## config.mk

```make
export PLATFORM = sky130hd
export DESIGN_NAME = flat_json_object_scanner
export DESIGN_NICKNAME = d
export VERILOG_FILES = /design/src/sv/fjs_pkg.sv /design/src/sv/fjs_ram.sv /design/src/sv/fjs_stack.sv /design/src/sv/flat_json_object_scanner.sv
export SDC_FILE = /design/constraint.sdc
export NUM_CORES = 1
export LEC_CHECK = 0
export BUFFER_PORTS_ARGS = -buffer_cell sky130_fd_sc_hd__buf_2
export CAP_MARGIN = 20
export CORE_UTILIZATION = 45
export CTS_CLUSTER_DIAMETER = 60
export CTS_CLUSTER_SIZE = 12
export DETAILED_ROUTE_END_ITERATION = 8
export PLACE_DENSITY = 0.59
export SLEW_MARGIN = 25
export SYNTH_ARGS = -nofsm -noshare
export SYNTH_HDL_FRONTEND = slang
export SYNTH_HIERARCHICAL = 1
export SYNTH_SLANG_ARGS = --single-unit
```

## constraint.sdc

```tcl
create_clock -name clk -period 8.34 [get_ports clk]
set_clock_uncertainty 0.05 [all_clocks]
set_input_delay 0.834 -clock clk [delete_from_list [all_inputs] [get_ports clk]]
set_output_delay 0.834 -clock clk [all_outputs]
set_load 0.01 [all_outputs]
```

## src/sv/fjs_pkg.sv

```systemverilog
// ----------------------------------------------------------------------------
// fjs_pkg: flat JSON object scanner shared definitions
// Codes, closer markers, stack command structs and character helpers.
// ----------------------------------------------------------------------------
package fjs_pkg;

    localparam int MAX_DOC_BYTES_DEF = 65536;
    localparam int NEST_DEPTH_DEF    = 64;

    localparam logic [10:0] MAX_PROPS_RESET = 11'd64;

    // Error codes
    localparam logic [3:0] ERR_NONE       = 4'd0;
    localparam logic [3:0] ERR_JUNK_OPEN  = 4'd1;
    localparam logic [3:0] ERR_KEY_START  = 4'd2;
    localparam logic [3:0] ERR_EMPTY_KEY  = 4'd3;
    localparam logic [3:0] ERR_EARLY_END  = 4'd4;
    localparam logic [3:0] ERR_NO_COLON   = 4'd5;
    localparam logic [3:0] ERR_VAL_START  = 4'd6;
    localparam logic [3:0] ERR_BAD_TOKEN  = 4'd7;
    localparam logic [3:0] ERR_MISMATCH   = 4'd8;
    localparam logic [3:0] ERR_JUNK_AFTER = 4'd9;
    localparam logic [3:0] ERR_TRAILING   = 4'd10;
    localparam logic [3:0] ERR_TOO_MANY   = 4'd11;
    localparam logic [3:0] ERR_OVERFLOW   = 4'd12;

    // Value kinds
    localparam logic [2:0] KIND_STRING = 3'd0;
    localparam logic [2:0] KIND_NUMBER = 3'd1;
    localparam logic [2:0] KIND_NULL   = 3'd2;
    localparam logic [2:0] KIND_TRUE   = 3'd3;
    localparam logic [2:0] KIND_FALSE  = 3'd4;
    localparam logic [2:0] KIND_OBJECT = 3'd5;
    localparam logic [2:0] KIND_ARRAY  = 3'd6;

    // Closer stack entries
    localparam logic [1:0] CL_BRACE   = 2'd1;
    localparam logic [1:0] CL_BRACKET = 2'd2;
    localparam logic [1:0] CL_QUOTE   = 2'd3;

    typedef struct packed {
        logic       clear;
        logic       push;
        logic       pop;
        logic [1:0] code;
    } stk_cmd_t;

    typedef struct packed {
        logic [1:0] tos;
    } stk_stat_t;

    function automatic logic is_ws(input logic [7:0] c);
        return (c == 8'h20) || (c == 8'h09) || (c == 8'h0A) || (c == 8'h0D);
    endfunction

    function automatic logic is_digit(input logic [7:0] c);
        return (c >= 8'h30) && (c <= 8'h39);
    endfunction

    // Keyword letter k (0 null, 1 true, 2 false) at index idx matches c
    function automatic logic kw_hit(input logic [1:0] k, input logic [2:0] idx,
                                    input logic [7:0] c);
        logic [7:0] ch;
        logic       inlen;
        ch    = 8'h00;
        inlen = 1'b0;
        case (k)
            2'd0:
            begin
                inlen = idx < 3'd4;
                case (idx)
                    3'd0:    ch = "n";
                    3'd1:    ch = "u";
                    default: ch = "l";
                endcase
            end
            2'd1:
            begin
                inlen = idx < 3'd4;
                case (idx)
                    3'd0:    ch = "t";
                    3'd1:    ch = "r";
                    3'd2:    ch = "u";
                    default: ch = "e";
                endcase
            end
            default:
            begin
                inlen = idx < 3'd5;
                case (idx)
                    3'd0:    ch = "f";
                    3'd1:    ch = "a";
                    3'd2:    ch = "l";
                    3'd3:    ch = "s";
                    default: ch = "e";
                endcase
            end
        endcase
        return inlen && (c == ch);
    endfunction

endpackage

```

## src/sv/fjs_ram.sv

```systemverilog
// ----------------------------------------------------------------------------
// fjs_ram: generic single-write, single-read RAM
// One write port, one read port with registered read data.
// ----------------------------------------------------------------------------
module fjs_ram #(
    parameter int WIDTH = 2,
    parameter int DEPTH = 64
) (
    input  logic                     clk,
    input  logic                     we,
    input  logic [$clog2(DEPTH)-1:0] waddr,
    input  logic [WIDTH-1:0]         wdata,
    input  logic [$clog2(DEPTH)-1:0] raddr,
    output logic [WIDTH-1:0]         rdata
);

    logic [WIDTH-1:0] mem [DEPTH];
    logic [WIDTH-1:0] rdata_reg;

    always_ff @(posedge clk)
    begin
        if (we)
        begin
            mem[waddr] <= wdata;
        end
        rdata_reg <= mem[raddr];
    end

    assign rdata = rdata_reg;

endmodule

```

## src/sv/fjs_stack.sv

```systemverilog
// ----------------------------------------------------------------------------
// fjs_stack: closer stack for nested values
// Top entry cached in a register; the entry below is read ahead from RAM.
// ----------------------------------------------------------------------------
module fjs_stack #(
    parameter int NEST_DEPTH = fjs_pkg::NEST_DEPTH_DEF
) (
    input  logic                          clk,
    input  logic                          rst_n,
    input  fjs_pkg::stk_cmd_t             cmd,
    output fjs_pkg::stk_stat_t            stat,
    output logic [$clog2(NEST_DEPTH+1)-1:0] depth
);

    localparam int DW = $clog2(NEST_DEPTH + 1);
    localparam int AW = $clog2(NEST_DEPTH);

    logic [DW-1:0] depth_reg, depth_next, depth_base;
    logic [1:0]    tos_reg, tos_next;
    logic [1:0]    below;
    logic [DW-1:0] rd_idx;

    always_comb
    begin
        depth_base = cmd.clear ? '0 : depth_reg;
        depth_next = depth_base;
        tos_next   = tos_reg;
        if (cmd.push)
        begin
            depth_next = depth_base + DW'(1);
            tos_next   = cmd.code;
        end
        else if (cmd.pop)
        begin
            depth_next = depth_base - DW'(1);
            tos_next   = below;
        end
        // prefetch the entry under the new top
        rd_idx = depth_next - DW'(2);
    end

    fjs_ram #(
        .WIDTH (2),
        .DEPTH (NEST_DEPTH)
    ) u_ram (
        .clk   (clk),
        .we    (cmd.push),
        .waddr (depth_base[AW-1:0]),
        .wdata (cmd.code),
        .raddr (rd_idx[AW-1:0]),
        .rdata (below)
    );

    always_ff @(posedge clk or negedge rst_n)
    begin
        if (!rst_n)
        begin
            depth_reg <= '0;
            tos_reg   <= '0;
        end
        else
        begin
            depth_reg <= depth_next;
            tos_reg   <= tos_next;
        end
    end

    assign stat.tos = tos_reg;
    assign depth    = depth_reg;

endmodule

```

## src/sv/flat_json_object_scanner.sv

```systemverilog
// ----------------------------------------------------------------------------
// flat_json_object_scanner: streaming scanner for one flat JSON object
// Takes one document byte per beat and returns one result beat per byte.
// ----------------------------------------------------------------------------
//  channel | direction | handshake              | payload
//  --------+-----------+------------------------+-------------------------------
//  in      | sink      | in_valid / in_stall    | text_byte, is_final
//  out     | source    | out_valid / out_stall  | property_ready .. error_code
//  cfg     | sink      | cfg_write              | cfg_data (max_properties)
//
//  One byte per cycle unless out_stall holds a finished beat: each accepted byte
//  updates all state in that cycle; its result beat appears in the output
//  register on the next cycle. The closer stack lives in a RAM; its top is
//  cached and the entry below is read ahead, so a pop never stalls the input.
//  Reset returns to the seek-brace phase with max_properties = 64.
//  in_stall rises only when a finished beat is held by out_stall.
// ----------------------------------------------------------------------------
module flat_json_object_scanner #(
    parameter int MAX_DOC_BYTES = fjs_pkg::MAX_DOC_BYTES_DEF,
    parameter int NEST_DEPTH    = fjs_pkg::NEST_DEPTH_DEF
) (
    input  logic        clk,
    input  logic        rst_n,
    input  logic        in_valid,
    output logic        in_stall,
    input  logic [7:0]  text_byte,
    input  logic        is_final,
    output logic        out_valid,
    input  logic        out_stall,
    output logic        property_ready,
    output logic [15:0] key_offset,
    output logic [15:0] key_length,
    output logic [15:0] value_offset,
    output logic [15:0] value_length,
    output logic [2:0]  value_kind,
    output logic [10:0] property_total,
    output logic        document_ok,
    output logic [3:0]  error_code,
    input  logic        cfg_write,
    input  logic [10:0] cfg_data
);

    localparam int PW = $clog2(MAX_DOC_BYTES);
    localparam int DW = $clog2(NEST_DEPTH + 1);
    localparam int EW = (PW + 1 > 16) ? PW + 1 : 16;
    localparam logic [PW:0]   DOC_BYTES = (PW+1)'(MAX_DOC_BYTES);
    localparam logic [PW-1:0] LAST_POS  = PW'(MAX_DOC_BYTES - 1);
    localparam logic [DW-1:0] DEPTH_MAX = DW'(NEST_DEPTH);

    typedef enum logic [9:0] {
        PH_OPEN    = 10'b0000000001,
        PH_KEY     = 10'b0000000010,
        PH_KEYBODY = 10'b0000000100,
        PH_COLON   = 10'b0000001000,
        PH_VAL     = 10'b0000010000,
        PH_STR     = 10'b0000100000,
        PH_TOKEN   = 10'b0001000000,
        PH_NEST    = 10'b0010000000,
        PH_COMMA   = 10'b0100000000,
        PH_TAIL    = 10'b1000000000
    } phase_t;

    // Modular distance from 'from' to 'to' inside the position window
    function automatic logic [PW:0] span(input logic [PW-1:0] from, input logic [PW-1:0] to);
        if (to >= from)
        begin
            return {1'b0, to} - {1'b0, from};
        end
        return {1'b0, to} + DOC_BYTES - {1'b0, from};
    endfunction

    function automatic logic [15:0] low16(input logic [PW:0] x);
        logic [EW-1:0] t;
        t = EW'(x);
        return t[15:0];
    endfunction

    // ---- state ----
    phase_t        phase_reg, phase_next;
    logic [PW-1:0] pos_reg, pos_next, pos_inc;
    logic [PW-1:0] key_start_reg, key_start_next;
    logic [PW-1:0] key_len_reg, key_len_next;
    logic [PW-1:0] val_start_reg, val_start_next;
    logic [2:0]    nest_kind_reg, nest_kind_next;
    logic [2:0]    tok_len_reg, tok_len_next;
    logic [2:0]    kw_match_reg, kw_match_next;
    logic          tok_zero_reg, tok_zero_next;
    logic          tok_minus_reg, tok_minus_next;
    logic          tok_num_reg, tok_num_next;
    logic          tok_dot_reg, tok_dot_next;
    logic [10:0]   count_reg, count_next;
    logic [3:0]    err_reg, err_next;
    logic [10:0]   max_props_reg;

    // ---- output register ----
    logic          out_valid_reg, out_valid_next;
    logic          o_ready_reg, o_ready_next;
    logic [15:0]   o_koff_reg, o_koff_next, o_klen_reg, o_klen_next;
    logic [15:0]   o_voff_reg, o_voff_next, o_vlen_reg, o_vlen_next;
    logic [2:0]    o_kind_reg, o_kind_next;
    logic [10:0]   o_total_reg, o_total_next;
    logic          o_ok_reg, o_ok_next;
    logic [3:0]    o_err_reg, o_err_next;

    // ---- stack ----
    fjs_pkg::stk_cmd_t  cmd, stk_cmd;
    fjs_pkg::stk_stat_t stk_stat;
    logic [DW-1:0]      stk_depth;

    // ---- token feed ----
    logic [2:0] f_len_in, f_len, f_match_in, f_match;
    logic       f_zero_in, f_minus_in, f_num_in, f_dot_in;
    logic       f_zero, f_minus, f_num, f_dot;
    logic [2:0] tk_kind;
    logic       tk_ok;

    logic       accept;
    logic       do_done;
    logic [2:0] done_kind;
    logic [PW:0] done_len;
    logic [7:0] c;
    logic [1:0] close_code;
    logic [3:0] err_fin;

    assign accept   = in_valid & ~in_stall;
    assign in_stall = out_valid_reg & out_stall;
    assign c        = text_byte;
    assign pos_inc  = (pos_reg == LAST_POS) ? '0 : pos_reg + PW'(1);

    // Feed one byte to the token checker; a value start begins from a fresh token
    always_comb
    begin
        if (phase_reg == PH_VAL)
        begin
            f_len_in   = 3'd0;
            f_match_in = 3'b111;
            f_zero_in  = 1'b0;
            f_minus_in = 1'b0;
            f_num_in   = 1'b0;
            f_dot_in   = 1'b0;
        end
        else
        begin
            f_len_in   = tok_len_reg;
            f_match_in = kw_match_reg;
            f_zero_in  = tok_zero_reg;
            f_minus_in = tok_minus_reg;
            f_num_in   = tok_num_reg;
            f_dot_in   = tok_dot_reg;
        end
        for (int k = 0; k < 3; k++)
        begin
            f_match[k] = f_match_in[k] & fjs_pkg::kw_hit(2'(k), f_len_in, c);
        end
        f_zero  = f_zero_in;
        f_minus = f_minus_in;
        f_num   = f_num_in;
        f_dot   = f_dot_in;
        if (f_len_in == 3'd0)
        begin
            f_zero  = (c == "0");
            f_minus = (c == "-");
            f_num   = fjs_pkg::is_digit(c) || (c == "-");
            f_dot   = 1'b0;
        end
        else if (f_zero_in)
        begin
            f_num = 1'b0;
        end
        else if (f_dot_in)
        begin
            f_num = f_num_in & fjs_pkg::is_digit(c);
        end
        else if (c == ".")
        begin
            f_dot = 1'b1;
        end
        else
        begin
            f_num = f_num_in & fjs_pkg::is_digit(c);
        end
        f_len = (f_len_in < 3'd7) ? f_len_in + 3'd1 : f_len_in;
    end

    // Classify the finished token
    always_comb
    begin
        tk_ok   = 1'b1;
        tk_kind = fjs_pkg::KIND_STRING;
        if (tok_num_reg && !(tok_len_reg == 3'd1 && tok_minus_reg))
        begin
            tk_kind = fjs_pkg::KIND_NUMBER;
        end
        else if (tok_len_reg == 3'd4 && kw_match_reg[0])
        begin
            tk_kind = fjs_pkg::KIND_NULL;
        end
        else if (tok_len_reg == 3'd4 && kw_match_reg[1])
        begin
            tk_kind = fjs_pkg::KIND_TRUE;
        end
        else if (tok_len_reg == 3'd5 && kw_match_reg[2])
        begin
            tk_kind = fjs_pkg::KIND_FALSE;
        end
        else
        begin
            tk_ok = 1'b0;
        end
    end

    // Phase machine
    always_comb
    begin
        phase_next     = phase_reg;
        key_start_next = key_start_reg;
        key_len_next   = key_len_reg;
        val_start_next = val_start_reg;
        nest_kind_next = nest_kind_reg;
        tok_len_next   = tok_len_reg;
        kw_match_next  = kw_match_reg;
        tok_zero_next  = tok_zero_reg;
        tok_minus_next = tok_minus_reg;
        tok_num_next   = tok_num_reg;
        tok_dot_next   = tok_dot_reg;
        count_next     = count_reg;
        err_next       = err_reg;
        cmd            = '0;
        do_done        = 1'b0;
        done_kind      = fjs_pkg::KIND_STRING;
        done_len       = '0;
        close_code     = (c == "}") ? fjs_pkg::CL_BRACE : fjs_pkg::CL_BRACKET;

        o_ready_next = 1'b0;
        o_koff_next  = '0;
        o_klen_next  = '0;
        o_voff_next  = '0;
        o_vlen_next  = '0;
        o_kind_next  = '0;

        if (err_reg == fjs_pkg::ERR_NONE)
        begin
            unique case (phase_reg)
                PH_OPEN:
                begin
                    if (c == "{")
                        phase_next = PH_KEY;
                    else if (!fjs_pkg::is_ws(c))
                        err_next = fjs_pkg::ERR_JUNK_OPEN;
                end
                PH_KEY:
                begin
                    if (c == "}")
                        phase_next = PH_TAIL;
                    else if (c == "\"")
                    begin
                        key_start_next = pos_inc;
                        phase_next     = PH_KEYBODY;
                    end
                    else if (!fjs_pkg::is_ws(c))
                        err_next = fjs_pkg::ERR_KEY_START;
                end
                PH_KEYBODY:
                begin
                    if (c == "\"")
                    begin
                        key_len_next = PW'(span(key_start_reg, pos_reg));
                        if (key_len_next == '0)
                            err_next = fjs_pkg::ERR_EMPTY_KEY;
                        else
                            phase_next = PH_COLON;
                    end
                end
                PH_COLON:
                begin
                    if (c == ":")
                        phase_next = PH_VAL;
                    else if (!fjs_pkg::is_ws(c))
                        err_next = fjs_pkg::ERR_NO_COLON;
                end
                PH_VAL:
                begin
                    if (fjs_pkg::is_ws(c))
                    begin
                    end
                    else if (c == "}" || c == "]" || c == "(" || c == ")")
                        err_next = fjs_pkg::ERR_VAL_START;
                    else if (c == "\"")
                    begin
                        val_start_next = pos_inc;
                        phase_next     = PH_STR;
                    end
                    else if (c == "{" || c == "[")
                    begin
                        val_start_next = pos_reg;
                        nest_kind_next = (c == "{") ? fjs_pkg::KIND_OBJECT
                                                    : fjs_pkg::KIND_ARRAY;
                        cmd.clear      = 1'b1;
                        cmd.push       = 1'b1;
                        cmd.code       = (c == "{") ? fjs_pkg::CL_BRACE
                                                    : fjs_pkg::CL_BRACKET;
                        phase_next     = PH_NEST;
                    end
                    else if (c == ",")
                        err_next = fjs_pkg::ERR_BAD_TOKEN;
                    else
                    begin
                        val_start_next = pos_reg;
                        tok_len_next   = f_len;
                        kw_match_next  = f_match;
                        tok_zero_next  = f_zero;
                        tok_minus_next = f_minus;
                        tok_num_next   = f_num;
                        tok_dot_next   = f_dot;
                        phase_next     = PH_TOKEN;
                    end
                end
                PH_STR:
                begin
                    if (c == "\"")
                    begin
                        do_done    = 1'b1;
                        done_kind  = fjs_pkg::KIND_STRING;
                        done_len   = span(val_start_reg, pos_reg);
                        phase_next = PH_COMMA;
                    end
                end
                PH_TOKEN:
                begin
                    if (fjs_pkg::is_ws(c) || c == "," || c == "}")
                    begin
                        if (!tk_ok)
                            err_next = fjs_pkg::ERR_BAD_TOKEN;
                        else
                        begin
                            do_done    = 1'b1;
                            done_kind  = tk_kind;
                            done_len   = span(val_start_reg, pos_reg);
                            phase_next = (c == ",") ? PH_KEY :
                                         (c == "}") ? PH_TAIL : PH_COMMA;
                        end
                    end
                    else
                    begin
                        tok_len_next   = f_len;
                        kw_match_next  = f_match;
                        tok_zero_next  = f_zero;
                        tok_minus_next = f_minus;
                        tok_num_next   = f_num;
                        tok_dot_next   = f_dot;
                    end
                end
                PH_NEST:
                begin
                    if (stk_depth == '0)
                        err_next = fjs_pkg::ERR_MISMATCH;
                    else if (c == "\"" && stk_depth != DW'(1)
                             && stk_stat.tos == fjs_pkg::CL_QUOTE)
                        cmd.pop = 1'b1;
                    else if (c == "\"" || c == "{" || c == "[")
                    begin
                        // push, or flag overflow on a full stack
                        if (stk_depth >= DEPTH_MAX)
                            err_next = fjs_pkg::ERR_OVERFLOW;
                        else
                        begin
                            cmd.push = 1'b1;
                            cmd.code = (c == "\"") ? fjs_pkg::CL_QUOTE :
                                       (c == "{")  ? fjs_pkg::CL_BRACE
                                                   : fjs_pkg::CL_BRACKET;
                        end
                    end
                    else if (c == "}" || c == "]")
                    begin
                        if (close_code != stk_stat.tos)
                            err_next = fjs_pkg::ERR_MISMATCH;
                        else if (stk_depth == DW'(1))
                        begin
                            cmd.clear  = 1'b1;
                            do_done    = 1'b1;
                            done_kind  = nest_kind_reg;
                            done_len   = span(val_start_reg, pos_reg) + (PW+1)'(1);
                            phase_next = PH_COMMA;
                        end
                        else
                            cmd.pop = 1'b1;
                    end
                end
                PH_COMMA:
                begin
                    if (c == ",")
                        phase_next = PH_KEY;
                    else if (c == "}")
                        phase_next = PH_TAIL;
                    else if (!fjs_pkg::is_ws(c))
                        err_next = fjs_pkg::ERR_JUNK_AFTER;
                end
                PH_TAIL:
                begin
                    if (!fjs_pkg::is_ws(c))
                        err_next = fjs_pkg::ERR_TRAILING;
                end
                default:
                    phase_next = PH_OPEN;
            endcase
        end

        // Property done: report it, or reject it past the limit
        if (do_done)
        begin
            if (count_reg >= max_props_reg)
                err_next = fjs_pkg::ERR_TOO_MANY;
            else
            begin
                count_next   = count_reg + 11'd1;
                o_ready_next = 1'b1;
                o_koff_next  = low16({1'b0, key_start_reg});
                o_klen_next  = low16({1'b0, key_len_reg});
                o_voff_next  = low16({1'b0, val_start_reg});
                o_vlen_next  = low16(done_len);
                o_kind_next  = done_kind;
            end
        end

        pos_next     = pos_inc;
        o_total_next = count_next;
        err_fin      = err_next;
        o_ok_next    = 1'b0;
        if (is_final)
        begin
            if (err_next == fjs_pkg::ERR_NONE && phase_next != PH_TAIL)
                err_fin = fjs_pkg::ERR_EARLY_END;
            o_ok_next = (err_fin == fjs_pkg::ERR_NONE);
            // drop the document state for the next one
            phase_next     = PH_OPEN;
            pos_next       = '0;
            key_start_next = '0;
            key_len_next   = '0;
            val_start_next = '0;
            nest_kind_next = '0;
            tok_len_next   = '0;
            kw_match_next  = '0;
            tok_zero_next  = 1'b0;
            tok_minus_next = 1'b0;
            tok_num_next   = 1'b0;
            tok_dot_next   = 1'b0;
            count_next     = '0;
            err_next       = fjs_pkg::ERR_NONE;
            cmd            = '0;
            cmd.clear      = 1'b1;
        end
        o_err_next = err_fin;
    end

    assign stk_cmd        = accept ? cmd : '0;
    assign out_valid_next = accept ? 1'b1 : (out_stall ? out_valid_reg : 1'b0);

    fjs_stack #(
        .NEST_DEPTH (NEST_DEPTH)
    ) u_stack (
        .clk   (clk),
        .rst_n (rst_n),
        .cmd   (stk_cmd),
        .stat  (stk_stat),
        .depth (stk_depth)
    );

    // Document state advances only on an accepted beat; max_props and out_valid update on their own
    always_ff @(posedge clk or negedge rst_n)
    begin
        if (!rst_n)
        begin
            phase_reg     <= PH_OPEN;
            pos_reg       <= '0;
            key_start_reg <= '0;
            key_len_reg   <= '0;
            val_start_reg <= '0;
            nest_kind_reg <= '0;
            tok_len_reg   <= '0;
            kw_match_reg  <= '0;
            tok_zero_reg  <= 1'b0;
            tok_minus_reg <= 1'b0;
            tok_num_reg   <= 1'b0;
            tok_dot_reg   <= 1'b0;
            count_reg     <= '0;
            err_reg       <= fjs_pkg::ERR_NONE;
            max_props_reg <= fjs_pkg::MAX_PROPS_RESET;
            out_valid_reg <= 1'b0;
        end
        else
        begin
            if (cfg_write)
                max_props_reg <= cfg_data;
            if (accept)
            begin
                phase_reg     <= phase_next;
                pos_reg       <= pos_next;
                key_start_reg <= key_start_next;
                key_len_reg   <= key_len_next;
                val_start_reg <= val_start_next;
                nest_kind_reg <= nest_kind_next;
                tok_len_reg   <= tok_len_next;
                kw_match_reg  <= kw_match_next;
                tok_zero_reg  <= tok_zero_next;
                tok_minus_reg <= tok_minus_next;
                tok_num_reg   <= tok_num_next;
                tok_dot_reg   <= tok_dot_next;
                count_reg     <= count_next;
                err_reg       <= err_next;
            end
            out_valid_reg <= out_valid_next;
        end
    end

    // Result payload: load on accept, hold while stalled
    always_ff @(posedge clk)
    begin
        if (accept)
        begin
            o_ready_reg <= o_ready_next;
            o_koff_reg  <= o_koff_next;
            o_klen_reg  <= o_klen_next;
            o_voff_reg  <= o_voff_next;
            o_vlen_reg  <= o_vlen_next;
            o_kind_reg  <= o_kind_next;
            o_total_reg <= o_total_next;
            o_ok_reg    <= o_ok_next;
            o_err_reg   <= o_err_next;
        end
    end

    assign out_valid      = out_valid_reg;
    assign property_ready = o_ready_reg;
    assign key_offset     = o_koff_reg;
    assign key_length     = o_klen_reg;
    assign value_offset   = o_voff_reg;
    assign value_length   = o_vlen_reg;
    assign value_kind     = o_kind_reg;
    assign property_total = o_total_reg;
    assign document_ok    = o_ok_reg;
    assign error_code     = o_err_reg;

`ifndef SYNTH
    a_depth_bound: assert property (@(posedge clk) disable iff (!rst_n)
        stk_depth <= DEPTH_MAX)
        else $error("closer stack depth past limit");

    a_nest_nonempty: assert property (@(posedge clk) disable iff (!rst_n)
        (phase_reg == PH_NEST && err_reg == fjs_pkg::ERR_NONE) |-> stk_depth != '0)
        else $error("nested phase with empty stack");

    a_final_clears: assert property (@(posedge clk) disable iff (!rst_n)
        (accept && is_final) |=> (pos_reg == '0 && stk_depth == '0
                                  && count_reg == '0 && phase_reg == PH_OPEN))
        else $error("document state not cleared after final byte");

    a_ready_counted: assert property (@(posedge clk) disable iff (!rst_n)
        (accept && o_ready_next) |=> (count_reg == $past(count_reg) + 11'd1
                                      || $past(is_final)))
        else $error("reported property not counted");
`endif

endmodule

```

==> flow_summary.html, run 1 <==
<table>
<tr><th>Metric</th><th>Value</th></tr>
<tr><th colspan="2">Run status</th></tr>
<tr><td>Run status</td><td>completed</td></tr>
<tr><th colspan="2">Worst setup path</th></tr>
<tr><td>Arrival time at the worst endpoint</td><td>6.62 ns</td></tr>
<tr><td>Library cell contributing the largest single delay on the critical path</td><td>nor2_1</td></tr>
<tr><td>Most numerous cell on the critical path</td><td>nor3_1</td></tr>
<tr><td>Kind of capture point of the worst setup path</td><td>flip-flop</td></tr>
<tr><td>Data required time at the worst endpoint</td><td>8.75 ns</td></tr>
<tr><td>Category of the critical setup timing path</td><td>flip-flop to flip-flop</td></tr>
<tr><td>Worst stage delay on the critical path</td><td>0.76 ns</td></tr>
<tr><td>Ordered list of cells on the worst path</td><td>or4_1 &gt; nor4b_1 &gt; nand3b_1 &gt; nor3_1 &gt; nor3_1 &gt; nor2_1 &gt; nand2b_2 &gt; ha_1 &gt; mux2i_1 &gt; mux2i_4 &gt; buf_4 &gt; ha_1 &gt; inv_1 &gt; mux4_2 &gt; nor2b_1 &gt; a211oi_1 &gt; nor3_1 &gt; a311o_1</td></tr>
<tr><td>Crit start category</td><td>flip-flop</td></tr>
<tr><td>Highest fanout seen on the critical path</td><td>35</td></tr>
<tr><th colspan="2">Finish</th></tr>
<tr><td>ANT cells</td><td>0</td></tr>
<tr><td>Number of flip-flops in the largest register</td><td>128</td></tr>
<tr><td>Area of the multi-input gates</td><td>0.00881 sq mm</td></tr>
<tr><td>Area overhead of the layout relative to synthesis</td><td>11.4%</td></tr>
<tr><td>Sequential cell area in the final layout</td><td>0.00949 sq mm</td></tr>
<tr><td>Register with the most flip-flops</td><td>u_stack/u_ram/mem</td></tr>
<tr><td>Fill count</td><td>3878</td></tr>
<tr><td>Post-layout net count</td><td>1987</td></tr>
<tr><td>Share of layout cells above drive strength 1</td><td>13.3%</td></tr>
<tr><td>Post-route design area</td><td>0.0212 sq mm</td></tr>
<tr><th colspan="2">Synthesis</th></tr>
<tr><td>Flip-flop and latch count after synthesis</td><td>337</td></tr>
<tr><td>Post-synthesis adder-cell area fraction</td><td>3.69%</td></tr>
<tr><td>Multiplexer area fraction after synthesis</td><td>4.93%</td></tr>
<tr><td>Top area cells in the synthesized netlist</td><td>edfxtp_1 (33%), dfrtp_1 (16%), nor2_1 (4.3%)</td></tr>
<tr><td>Number of instances in the synthesized netlist</td><td>1855</td></tr>
<tr><td>Area fraction in compound gates after synthesis</td><td>14.5%</td></tr>
<tr><td>Share of the synthesized area in the top cell type</td><td>33.4%</td></tr>
<tr><td>Distinct cell type count after synthesis</td><td>97</td></tr>
<tr><td>Synth Area in XOR/XNOR</td><td>3.72%</td></tr>
<tr><td>Primary FF master, synth</td><td>edfxtp_1</td></tr>
<tr><td>Post-synthesis net count</td><td>1935</td></tr>
<tr><td>Synthesized-area fraction occupied by and/or/nand/nor cells</td><td>18.9%</td></tr>
<tr><td>Share of the yosys chip area belonging to registers</td><td>49.8%</td></tr>
<tr><td>Number of enable flip-flop cells after synthesis</td><td>212</td></tr>
<tr><td>Post-synth ARST share</td><td>36.5%</td></tr>
<tr><td>Main combinational cell family by area after synthesis</td><td>simple AND/OR/NAND/NOR gates</td></tr>
<tr><td>Post-synthesis instance area</td><td>0.0190 sq mm</td></tr>
<tr><td>Synth Area per Inst</td><td>10.3 sq um</td></tr>
<tr><td>Total number of yosys warnings</td><td>6</td></tr>
<tr><td>Cell taking the most area after synthesis</td><td>edfxtp_1</td></tr>
<tr><th colspan="2">CTS</th></tr>
<tr><td># resized after CTS</td><td>0</td></tr>
<tr><td>Level count of the clock H-tree</td><td>2</td></tr>
<tr><td>Total clock sinks</td><td>337</td></tr>
<tr><td>CTS hold repair buffers</td><td>0</td></tr>
<tr><td>Clk slew on worst S/H paths</td><td>0.06 ns</td></tr>
<tr><td>Clk_lat worst skew</td><td>0.58 ns</td></tr>
<tr><td>Num CTS Buffers</td><td>38</td></tr>
<tr><td>Clock root cell</td><td>clkbuf_16</td></tr>
<tr><td>Post-CTS Setup Bufs</td><td>0</td></tr>
<tr><td>TritonCTS clock tree</td><td>done</td></tr>
<tr><td>Maximum buffer depth of the clock tree</td><td>3</td></tr>
<tr><th colspan="2">Floorplan</th></tr>
<tr><td>Cell row count</td><td>75</td></tr>
<tr><td>Top-level I/O count</td><td>111</td></tr>
<tr><td>Starting density of the core</td><td>45.5%</td></tr>
<tr><td>Die Width</td><td>208 um</td></tr>
<tr><td>Overall die area</td><td>0.0432 sq mm</td></tr>
<tr><td>CORE AREA</td><td>0.0419 sq mm</td></tr>
<tr><td>DIE HEIGHT</td><td>208 um</td></tr>
<tr><th colspan="2">Pwr</th></tr>
<tr><td>Worst VDD drop</td><td>0.174 mV</td></tr>
<tr><td>P_leak</td><td>0.00852 uW</td></tr>
<tr><td>Total power consumption of the routed design</td><td>4670 uW</td></tr>
<tr><td>Power density normalized to cell area</td><td>220 mW/mm^2</td></tr>
<tr><th colspan="2">GRT</th></tr>
<tr><td>Wire length of the first global-routing pass</td><td>81900 um</td></tr>
<tr><td>Number of antenna violations at the first check in global routing</td><td>0</td></tr>
<tr><td>Total gr overflow</td><td>0</td></tr>
<tr><td>Pin count of the biggest net entering global routing</td><td>66</td></tr>
<tr><td>Via count of the first global-routing pass</td><td>14600</td></tr>
<tr><td>GRT Util Overall</td><td>24.1%</td></tr>
<tr><th colspan="2">Routing</th></tr>
<tr><td>Number of remaining DRC errors</td><td>0</td></tr>
<tr><td>Detailed-routing iteration count for the pre-antenna-repair pass</td><td>5</td></tr>
<tr><td>Vias per std cell</td><td>5.95</td></tr>
<tr><td>DRT Wirelength</td><td>51800 um</td></tr>
<tr><td>Number of antenna-violating nets in the routed design</td><td>0</td></tr>
<tr><td>Drt wl/cell</td><td>20.9 um</td></tr>
<tr><td>1st-iter DRT viols</td><td>1202</td></tr>
<tr><td>Total vias in the final route</td><td>14700</td></tr>
<tr><th colspan="2">STA</th></tr>
<tr><td>Final Setup Violations</td><td>0</td></tr>
<tr><td>Final period demand of the worst path</td><td>6.20 ns</td></tr>
<tr><td>Highest clock frequency the design can meet</td><td>161 MHz</td></tr>
<tr><td>Worst-margin pin slew</td><td>0.999 ns</td></tr>
<tr><td>Setup repair after global routing missed its margin</td><td>no</td></tr>
<tr><td>Setup WS post-layout</td><td>2.14 ns</td></tr>
<tr><td>Final worst-path cycle share</td><td>74.4%</td></tr>
<tr><td>Final Hold Violating Endpoints</td><td>0</td></tr>
<tr><td>Normalized max-slew margin</td><td>33.3%</td></tr>
<tr><td>Number of max-slew violations in the final report</td><td>0</td></tr>
<tr><td>Sum of negative setup slack</td><td>0 ns</td></tr>
<tr><th colspan="2">Hold path</th></tr>
<tr><td>Kind of path behind the tightest hold check</td><td>input pin to asynchronous set/reset pin</td></tr>
<tr><th colspan="2">Place</th></tr>
<tr><td>Number of port buffers</td><td>110</td></tr>
<tr><td>Pre-CTS setup slack</td><td>2.12 ns</td></tr>
<tr><td>DPL Wire Length</td><td>36800 um</td></tr>
<tr><td>Placed inst area</td><td>0.0200 sq mm</td></tr>
<tr><td>RD Place Congestion</td><td>0.920</td></tr>
<tr><th colspan="2">Run</th></tr>
<tr><td>Max_cap viols</td><td>0</td></tr>
</table>
[metal layers]
layer / GRT usage (%) / up-vias / wire (um)
li1: - / 6906 / -
met1: 32.3 / 7245 / 22500
met2: 39.3 / 486 / 24500
met3: 4.52 / 98 / 3310
met4: 8.22 / 0 / 1470
met5: 0 / - / 0
[path summary, 6_finish.rpt]
kind / from / end / slack (ns) / depth (start not counted)
setup / recovery: phase_reg[6] / u_stack/u_ram/rdata[0] / 2.14 / 18
hold / removal: rst_n / key_len_reg[14] / 0.33 / 1
setup reg to reg: phase_reg[6] / u_stack/u_ram/rdata[0] / 2.14 / 18
hold reg to reg: key_len_reg[9] / key_len_reg[9] / 0.43 / 2
max in group asynchronous: rst_n / count_reg[6] / 6.47 / 2
min in group clk: key_len_reg[9] / key_len_reg[9] / 0.43 / 2
[worst max-delay path: cells and delay by family (launching register included)]
family	cells	cell delay (ns)
AO/OA/AOI/OAI	2	0.54
AND/OR/NAND/NOR	9	3.11
buffers and inverters	2	0.60
multiplexers	3	0.69
adder cells (fa/ha/maj)	2	0.62
flip-flops	1	0.48
[area by class of cell]
cell class                 instances  area share, %
multi-input combinational       1317           41.5
clock inverter                    12          0.690
clock buffer                      58           5.03
sequential                       337           44.7
timing repair buffer             133           3.44
tap                              539           3.18
inverter                          80           1.43
[layout by cell type, fill, tap and decap left out, types with 19 or more instances in the layout]
cell type / synthesis / layout
inv_1: 79 / 77
a21oi_1: 80 / 80
nand3_1: 40 / 40
and3_1: 19 / 19
dfrtp_1: 121 / 121
nor2_1: 217 / 216
edfxtp_1: 212 / 212
nand2_1: 169 / 169
and2_1: 35 / 35
nor2b_1: 31 / 30
xnor2_1: 54 / 53
buf_2: 6 / 109
clkbuf_16: 0 / 38
a31oi_1: 19 / 19
nand4_1: 29 / 29
a22o_1: 22 / 22
o21ai_0: 110 / 109
a22oi_1: 19 / 19
buf_4: 1 / 23
nor3_1: 43 / 43
xor2_1: 25 / 25
ha_1: 53 / 53
o31ai_1: 42 / 42
[where the power goes]
group / switching (uW) / total (uW) / leakage (uW) / internal (uW)
sequential: 79.2 / 1910 / 0.00401 / 1830
combinational: 680 / 1110 / 0.00393 / 431
clock: 711 / 1640 / 0.000587 / 931
total: 1470 / 4670 / 0.00852 / 3200
[through the flow]
stage	instances	util, %	hold slack (ns)
floorplan	1855	-	0.388
global placement	2405	47.7	0.408
detailed placement	2405	47.8	0.416
CTS	2475	50.7	0.368
global route	2476	50.7	0.404
finish	2476	50.7	0.328
[cells in the mapped netlist (22+ instances only)]
master,instances
xnor2_1,54
dfrtp_1,121
nor2b_1,31
o21ai_0,110
nand3_1,40
ha_1,53
nor2_1,217
o31ai_1,42
edfxtp_1,212
nand2_1,169
and2_1,35
nor3_1,43
a22o_1,22
a21oi_1,80
inv_1,79
nand4_1,29
clkbuf_1,104
xor2_1,25
[logic make-up (layout without fill, tap and decap cells)]
family | Yosys count | after routing
flops | 337 | 337
buf+inv | 201 | 283
simple gates | 719 | 719
compound gates | 417 | 417
mux | 46 | 46
xor+xnor | 80 | 80
fa+ha+maj | 55 | 55
Note: power is estimated with default switching activity, not from simulation.
==> run 2, diff against run 1 <==
- clock period: 8.34 -> 6.5 ns (I/O delays scaled with it)
==> flow_summary.html, run 2 (synthesis results as in run 1) <==
<table>
<tr><th>Metric</th><th>Value</th></tr>
<tr><th colspan="2">Run status</th></tr>
<tr><td>Run status</td><td>completed</td></tr>
<tr><th colspan="2">Routing</th></tr>
<tr><td>1st-iter DRT viols</td><td>1128 (-6.2%)</td></tr>
<tr><td>Vias per std cell</td><td>5.90 (-0.85%)</td></tr>
<tr><td>DRT Wirelength</td><td>51300 um (-0.93%)</td></tr>
<tr><td>Total vias in the final route</td><td>14600 (-0.69%)</td></tr>
<tr><td>Drt wl/cell</td><td>20.7 um (-1.1%)</td></tr>
<tr><td>Number of antenna-violating nets in the routed design</td><td>0 (unchanged)</td></tr>
<tr><td>Detailed-routing iteration count for the pre-antenna-repair pass</td><td>5 (unchanged)</td></tr>
<tr><td>Number of remaining DRC errors</td><td>0 (unchanged)</td></tr>
<tr><th colspan="2">Floorplan</th></tr>
<tr><td>Cell row count</td><td>75 (unchanged)</td></tr>
<tr><td>Overall die area</td><td>0.0432 sq mm (unchanged)</td></tr>
<tr><td>Starting density of the core</td><td>45.5% (unchanged)</td></tr>
<tr><td>CORE AREA</td><td>0.0419 sq mm (unchanged)</td></tr>
<tr><td>Die Width</td><td>208 um (unchanged)</td></tr>
<tr><td>Top-level I/O count</td><td>111 (unchanged)</td></tr>
<tr><td>DIE HEIGHT</td><td>208 um (unchanged)</td></tr>
<tr><th colspan="2">Worst setup path</th></tr>
<tr><td>Crit path depth</td><td>19 (+1)</td></tr>
<tr><td>Data required time at the worst endpoint</td><td>6.91 ns (-1.84 ns)</td></tr>
<tr><td>Buffer and inverter count on the worst path</td><td>3 (+1)</td></tr>
<tr><td>Arrival time at the worst endpoint</td><td>5.95 ns (-0.67 ns)</td></tr>
<tr><td>Ordered list of cells on the worst path</td><td>or4_1 &gt; nor4b_1 &gt; nand3b_1 &gt; nor3_1 &gt; nor3_1 &gt; nor2_1 &gt; buf_4 &gt; nand2b_1 &gt; inv_1 &gt; ha_1 &gt; a22oi_2 &gt; xor2_1 &gt; ha_1 &gt; inv_1 &gt; mux4_2 &gt; nor2b_1 &gt; a211oi_1 &gt; nor3_1 &gt; a311o_1</td></tr>
<tr><td>Kind of capture point of the worst setup path</td><td>flip-flop</td></tr>
<tr><td>Crit start category</td><td>flip-flop</td></tr>
<tr><td>Most numerous cell on the critical path</td><td>nor3_1</td></tr>
<tr><td>Category of the critical setup timing path</td><td>flip-flop to flip-flop</td></tr>
<tr><td>Cell count of the worst reg-to-reg path</td><td>19 (+1)</td></tr>
<tr><td>Worst stage delay on the critical path</td><td>0.58 ns (-0.18 ns)</td></tr>
<tr><td>Family of cells with the greatest summed delay on the critical path</td><td>simple AND/OR/NAND/NOR gates</td></tr>
<tr><td>Highest fanout seen on the critical path</td><td>13 (-63%)</td></tr>
<tr><td>Library cell contributing the largest single delay on the critical path</td><td>or4_1</td></tr>
<tr><th colspan="2">Pwr</th></tr>
<tr><td>P_leak</td><td>0.00853 uW (about the same)</td></tr>
<tr><td>Worst VDD drop</td><td>0.204 mV (+17%)</td></tr>
<tr><td>Power density normalized to cell area</td><td>283 mW/mm^2 (+29%)</td></tr>
<tr><th colspan="2">Finish</th></tr>
<tr><td>Post-route design area</td><td>0.0213 sq mm (+0.24%)</td></tr>
<tr><td>Commonest cells after routing, fill and taps aside</td><td>nor2_1 (216), edfxtp_1 (212), nand2_1 (169)</td></tr>
<tr><td>Number of standard cells in the layout, taps in and fillers out</td><td>2480 (+0.16%)</td></tr>
<tr><td>Commonest non-fill, non-tap cell in the layout</td><td>nor2_1</td></tr>
<tr><td>ANT cells</td><td>0 (unchanged)</td></tr>
<tr><td>Post-layout net count</td><td>1991 (+0.20%)</td></tr>
<tr><td>Register with the most flip-flops</td><td>u_stack/u_ram/mem</td></tr>
<tr><td>Core utilization of the finished layout</td><td>50.8% (+0.12 points)</td></tr>
<tr><td>Share of layout cells above drive strength 1</td><td>13.2% (-0.13 points)</td></tr>
<tr><td>Number of flip-flops in the largest register</td><td>128 (unchanged)</td></tr>
<tr><td>Area of the multi-input gates</td><td>0.00881 sq mm (about the same)</td></tr>
<tr><td>Area overhead of the layout relative to synthesis</td><td>11.6%</td></tr>
<tr><td>Fill count</td><td>3799 (-2.0%)</td></tr>
<tr><td>Sequential cell area in the final layout</td><td>0.00949 sq mm (unchanged)</td></tr>
<tr><th colspan="2">CTS</th></tr>
<tr><td>Post-CTS Setup Bufs</td><td>0 (unchanged)</td></tr>
<tr><td>Clock root cell</td><td>clkbuf_16</td></tr>
<tr><td>Total clock sinks</td><td>337 (unchanged)</td></tr>
<tr><td>TritonCTS clock tree</td><td>done</td></tr>
<tr><td>Clk slew on worst S/H paths</td><td>0.06 ns (about the same)</td></tr>
<tr><td>Level count of the clock H-tree</td><td>2 (unchanged)</td></tr>
<tr><td>Num CTS Buffers</td><td>38 (unchanged)</td></tr>
<tr><td>Maximum buffer depth of the clock tree</td><td>3 (unchanged)</td></tr>
<tr><td>Clk_lat worst skew</td><td>0.57 ns (about the same)</td></tr>
<tr><th colspan="2">Place</th></tr>
<tr><td>Instance count after placement with tap cells included</td><td>2409 (+0.17%)</td></tr>
<tr><td>Pre-CTS setup slack</td><td>1.01 ns (-1.11 ns)</td></tr>
<tr><td>Number of port buffers</td><td>110 (unchanged)</td></tr>
<tr><td>RD Place Congestion</td><td>0.944 (+2.6%)</td></tr>
<tr><td>Placed inst area</td><td>0.0200 sq mm (+0.12%)</td></tr>
<tr><td>DPL Wire Length</td><td>36600 um (-0.49%)</td></tr>
<tr><th colspan="2">GRT</th></tr>
<tr><td>GRT Util Overall</td><td>23.9% (-0.22 points)</td></tr>
<tr><td>Pin count of the biggest net entering global routing</td><td>66 (unchanged)</td></tr>
<tr><td>Number of antenna violations at the first check in global routing</td><td>0 (unchanged)</td></tr>
<tr><td>Wire length of the first global-routing pass</td><td>81200 um (-0.81%)</td></tr>
<tr><td>Via count of the first global-routing pass</td><td>14200 (-2.6%)</td></tr>
<tr><td>Total gr overflow</td><td>0 (unchanged)</td></tr>
<tr><th colspan="2">STA</th></tr>
<tr><td>Number of max-slew violations in the final report</td><td>0 (unchanged)</td></tr>
<tr><td>Setup WS post-layout</td><td>0.956 ns (-1.18 ns)</td></tr>
<tr><td>Worst-margin pin slew</td><td>1.09 ns (+0.0959 ns)</td></tr>
<tr><td>Sum of negative setup slack</td><td>0 ns (unchanged)</td></tr>
<tr><td>Final Hold Violating Endpoints</td><td>0 (unchanged)</td></tr>
<tr><td>Normalized max-slew margin</td><td>26.9% (-6.4 points)</td></tr>
<tr><td>Highest clock frequency the design can meet</td><td>180 MHz (+12%)</td></tr>
<tr><td>Final worst-path cycle share</td><td>85.3% (+11 points)</td></tr>
<tr><td>Setup repair after global routing missed its margin</td><td>no</td></tr>
<tr><td>Final period demand of the worst path</td><td>5.54 ns (-0.660 ns)</td></tr>
<tr><td>Final Setup Violations</td><td>0 (unchanged)</td></tr>
<tr><th colspan="2">Hold path</th></tr>
<tr><td>Kind of path behind the tightest hold check</td><td>input pin to flip-flop</td></tr>
<tr><td>Worst hold path stage count</td><td>3</td></tr>
<tr><th colspan="2">Run</th></tr>
<tr><td>Max_cap viols</td><td>0 (unchanged)</td></tr>
</table>
## run 2: cell type report
type,instances,area share (%)
flip-flops and latches,337,44.6
multi-input cells,1317,41.4
clock buffers,60,5.11
repair buffers,137,3.58
well taps,539,3.17
inverters,80,1.42
clock inverters,10,0.688
## run 2: what timing repair did
action,4_1_cts,5_1_grt
resized for setup,0,0
endpoints found under the hold margin,14,0
hold buffers,1,0
## run 2: where the power goes
part | switching (uW) | internal (uW) | total [uW]
Combinational | 867 | 554 | 1420
Clock | 904 | 1250 | 2150
Sequential | 98.3 | 2350 | 2450
## run 2: metrics by stage
stage | hold WS (ns) | power [uW]
floorplan | 0.304 | 3540
global placement | 0.412 | 3880
detailed placement | 0.414 | 3900
CTS | 0.229 | 6070
global route | 0.249 | 6320
finish | 0.253 | 6020
## run 2: worst min-delay path, cell delays in order
cell     delay (ns)
buf_2          0.08
nand2_1        0.04
o21ai_0        0.06
## run 2: final timing paths
path	to	slack, ns	from
max reg2reg	u_stack/u_ram/rdata[0]	0.96	phase_reg[6]
min in group asynchronous	key_len_reg[14]	0.55	rst_n
min reg2reg	key_len_reg[11]	0.42	key_len_reg[11]
max in group asynchronous	phase_reg[6]	4.14	rst_n
min	max_props_reg[1]	0.25	cfg_data[1]
max	u_stack/u_ram/rdata[0]	0.96	phase_reg[6]
## run 2: layer usage
metal  track usage (%)  up-vias  share of wire [%]
met5                 0        -                  0
met4              6.87        0                2.3
met3              4.33       80                5.3
met2              38.7      402                 47
met1              32.8     7213                 45
li1                  -     6938                  -
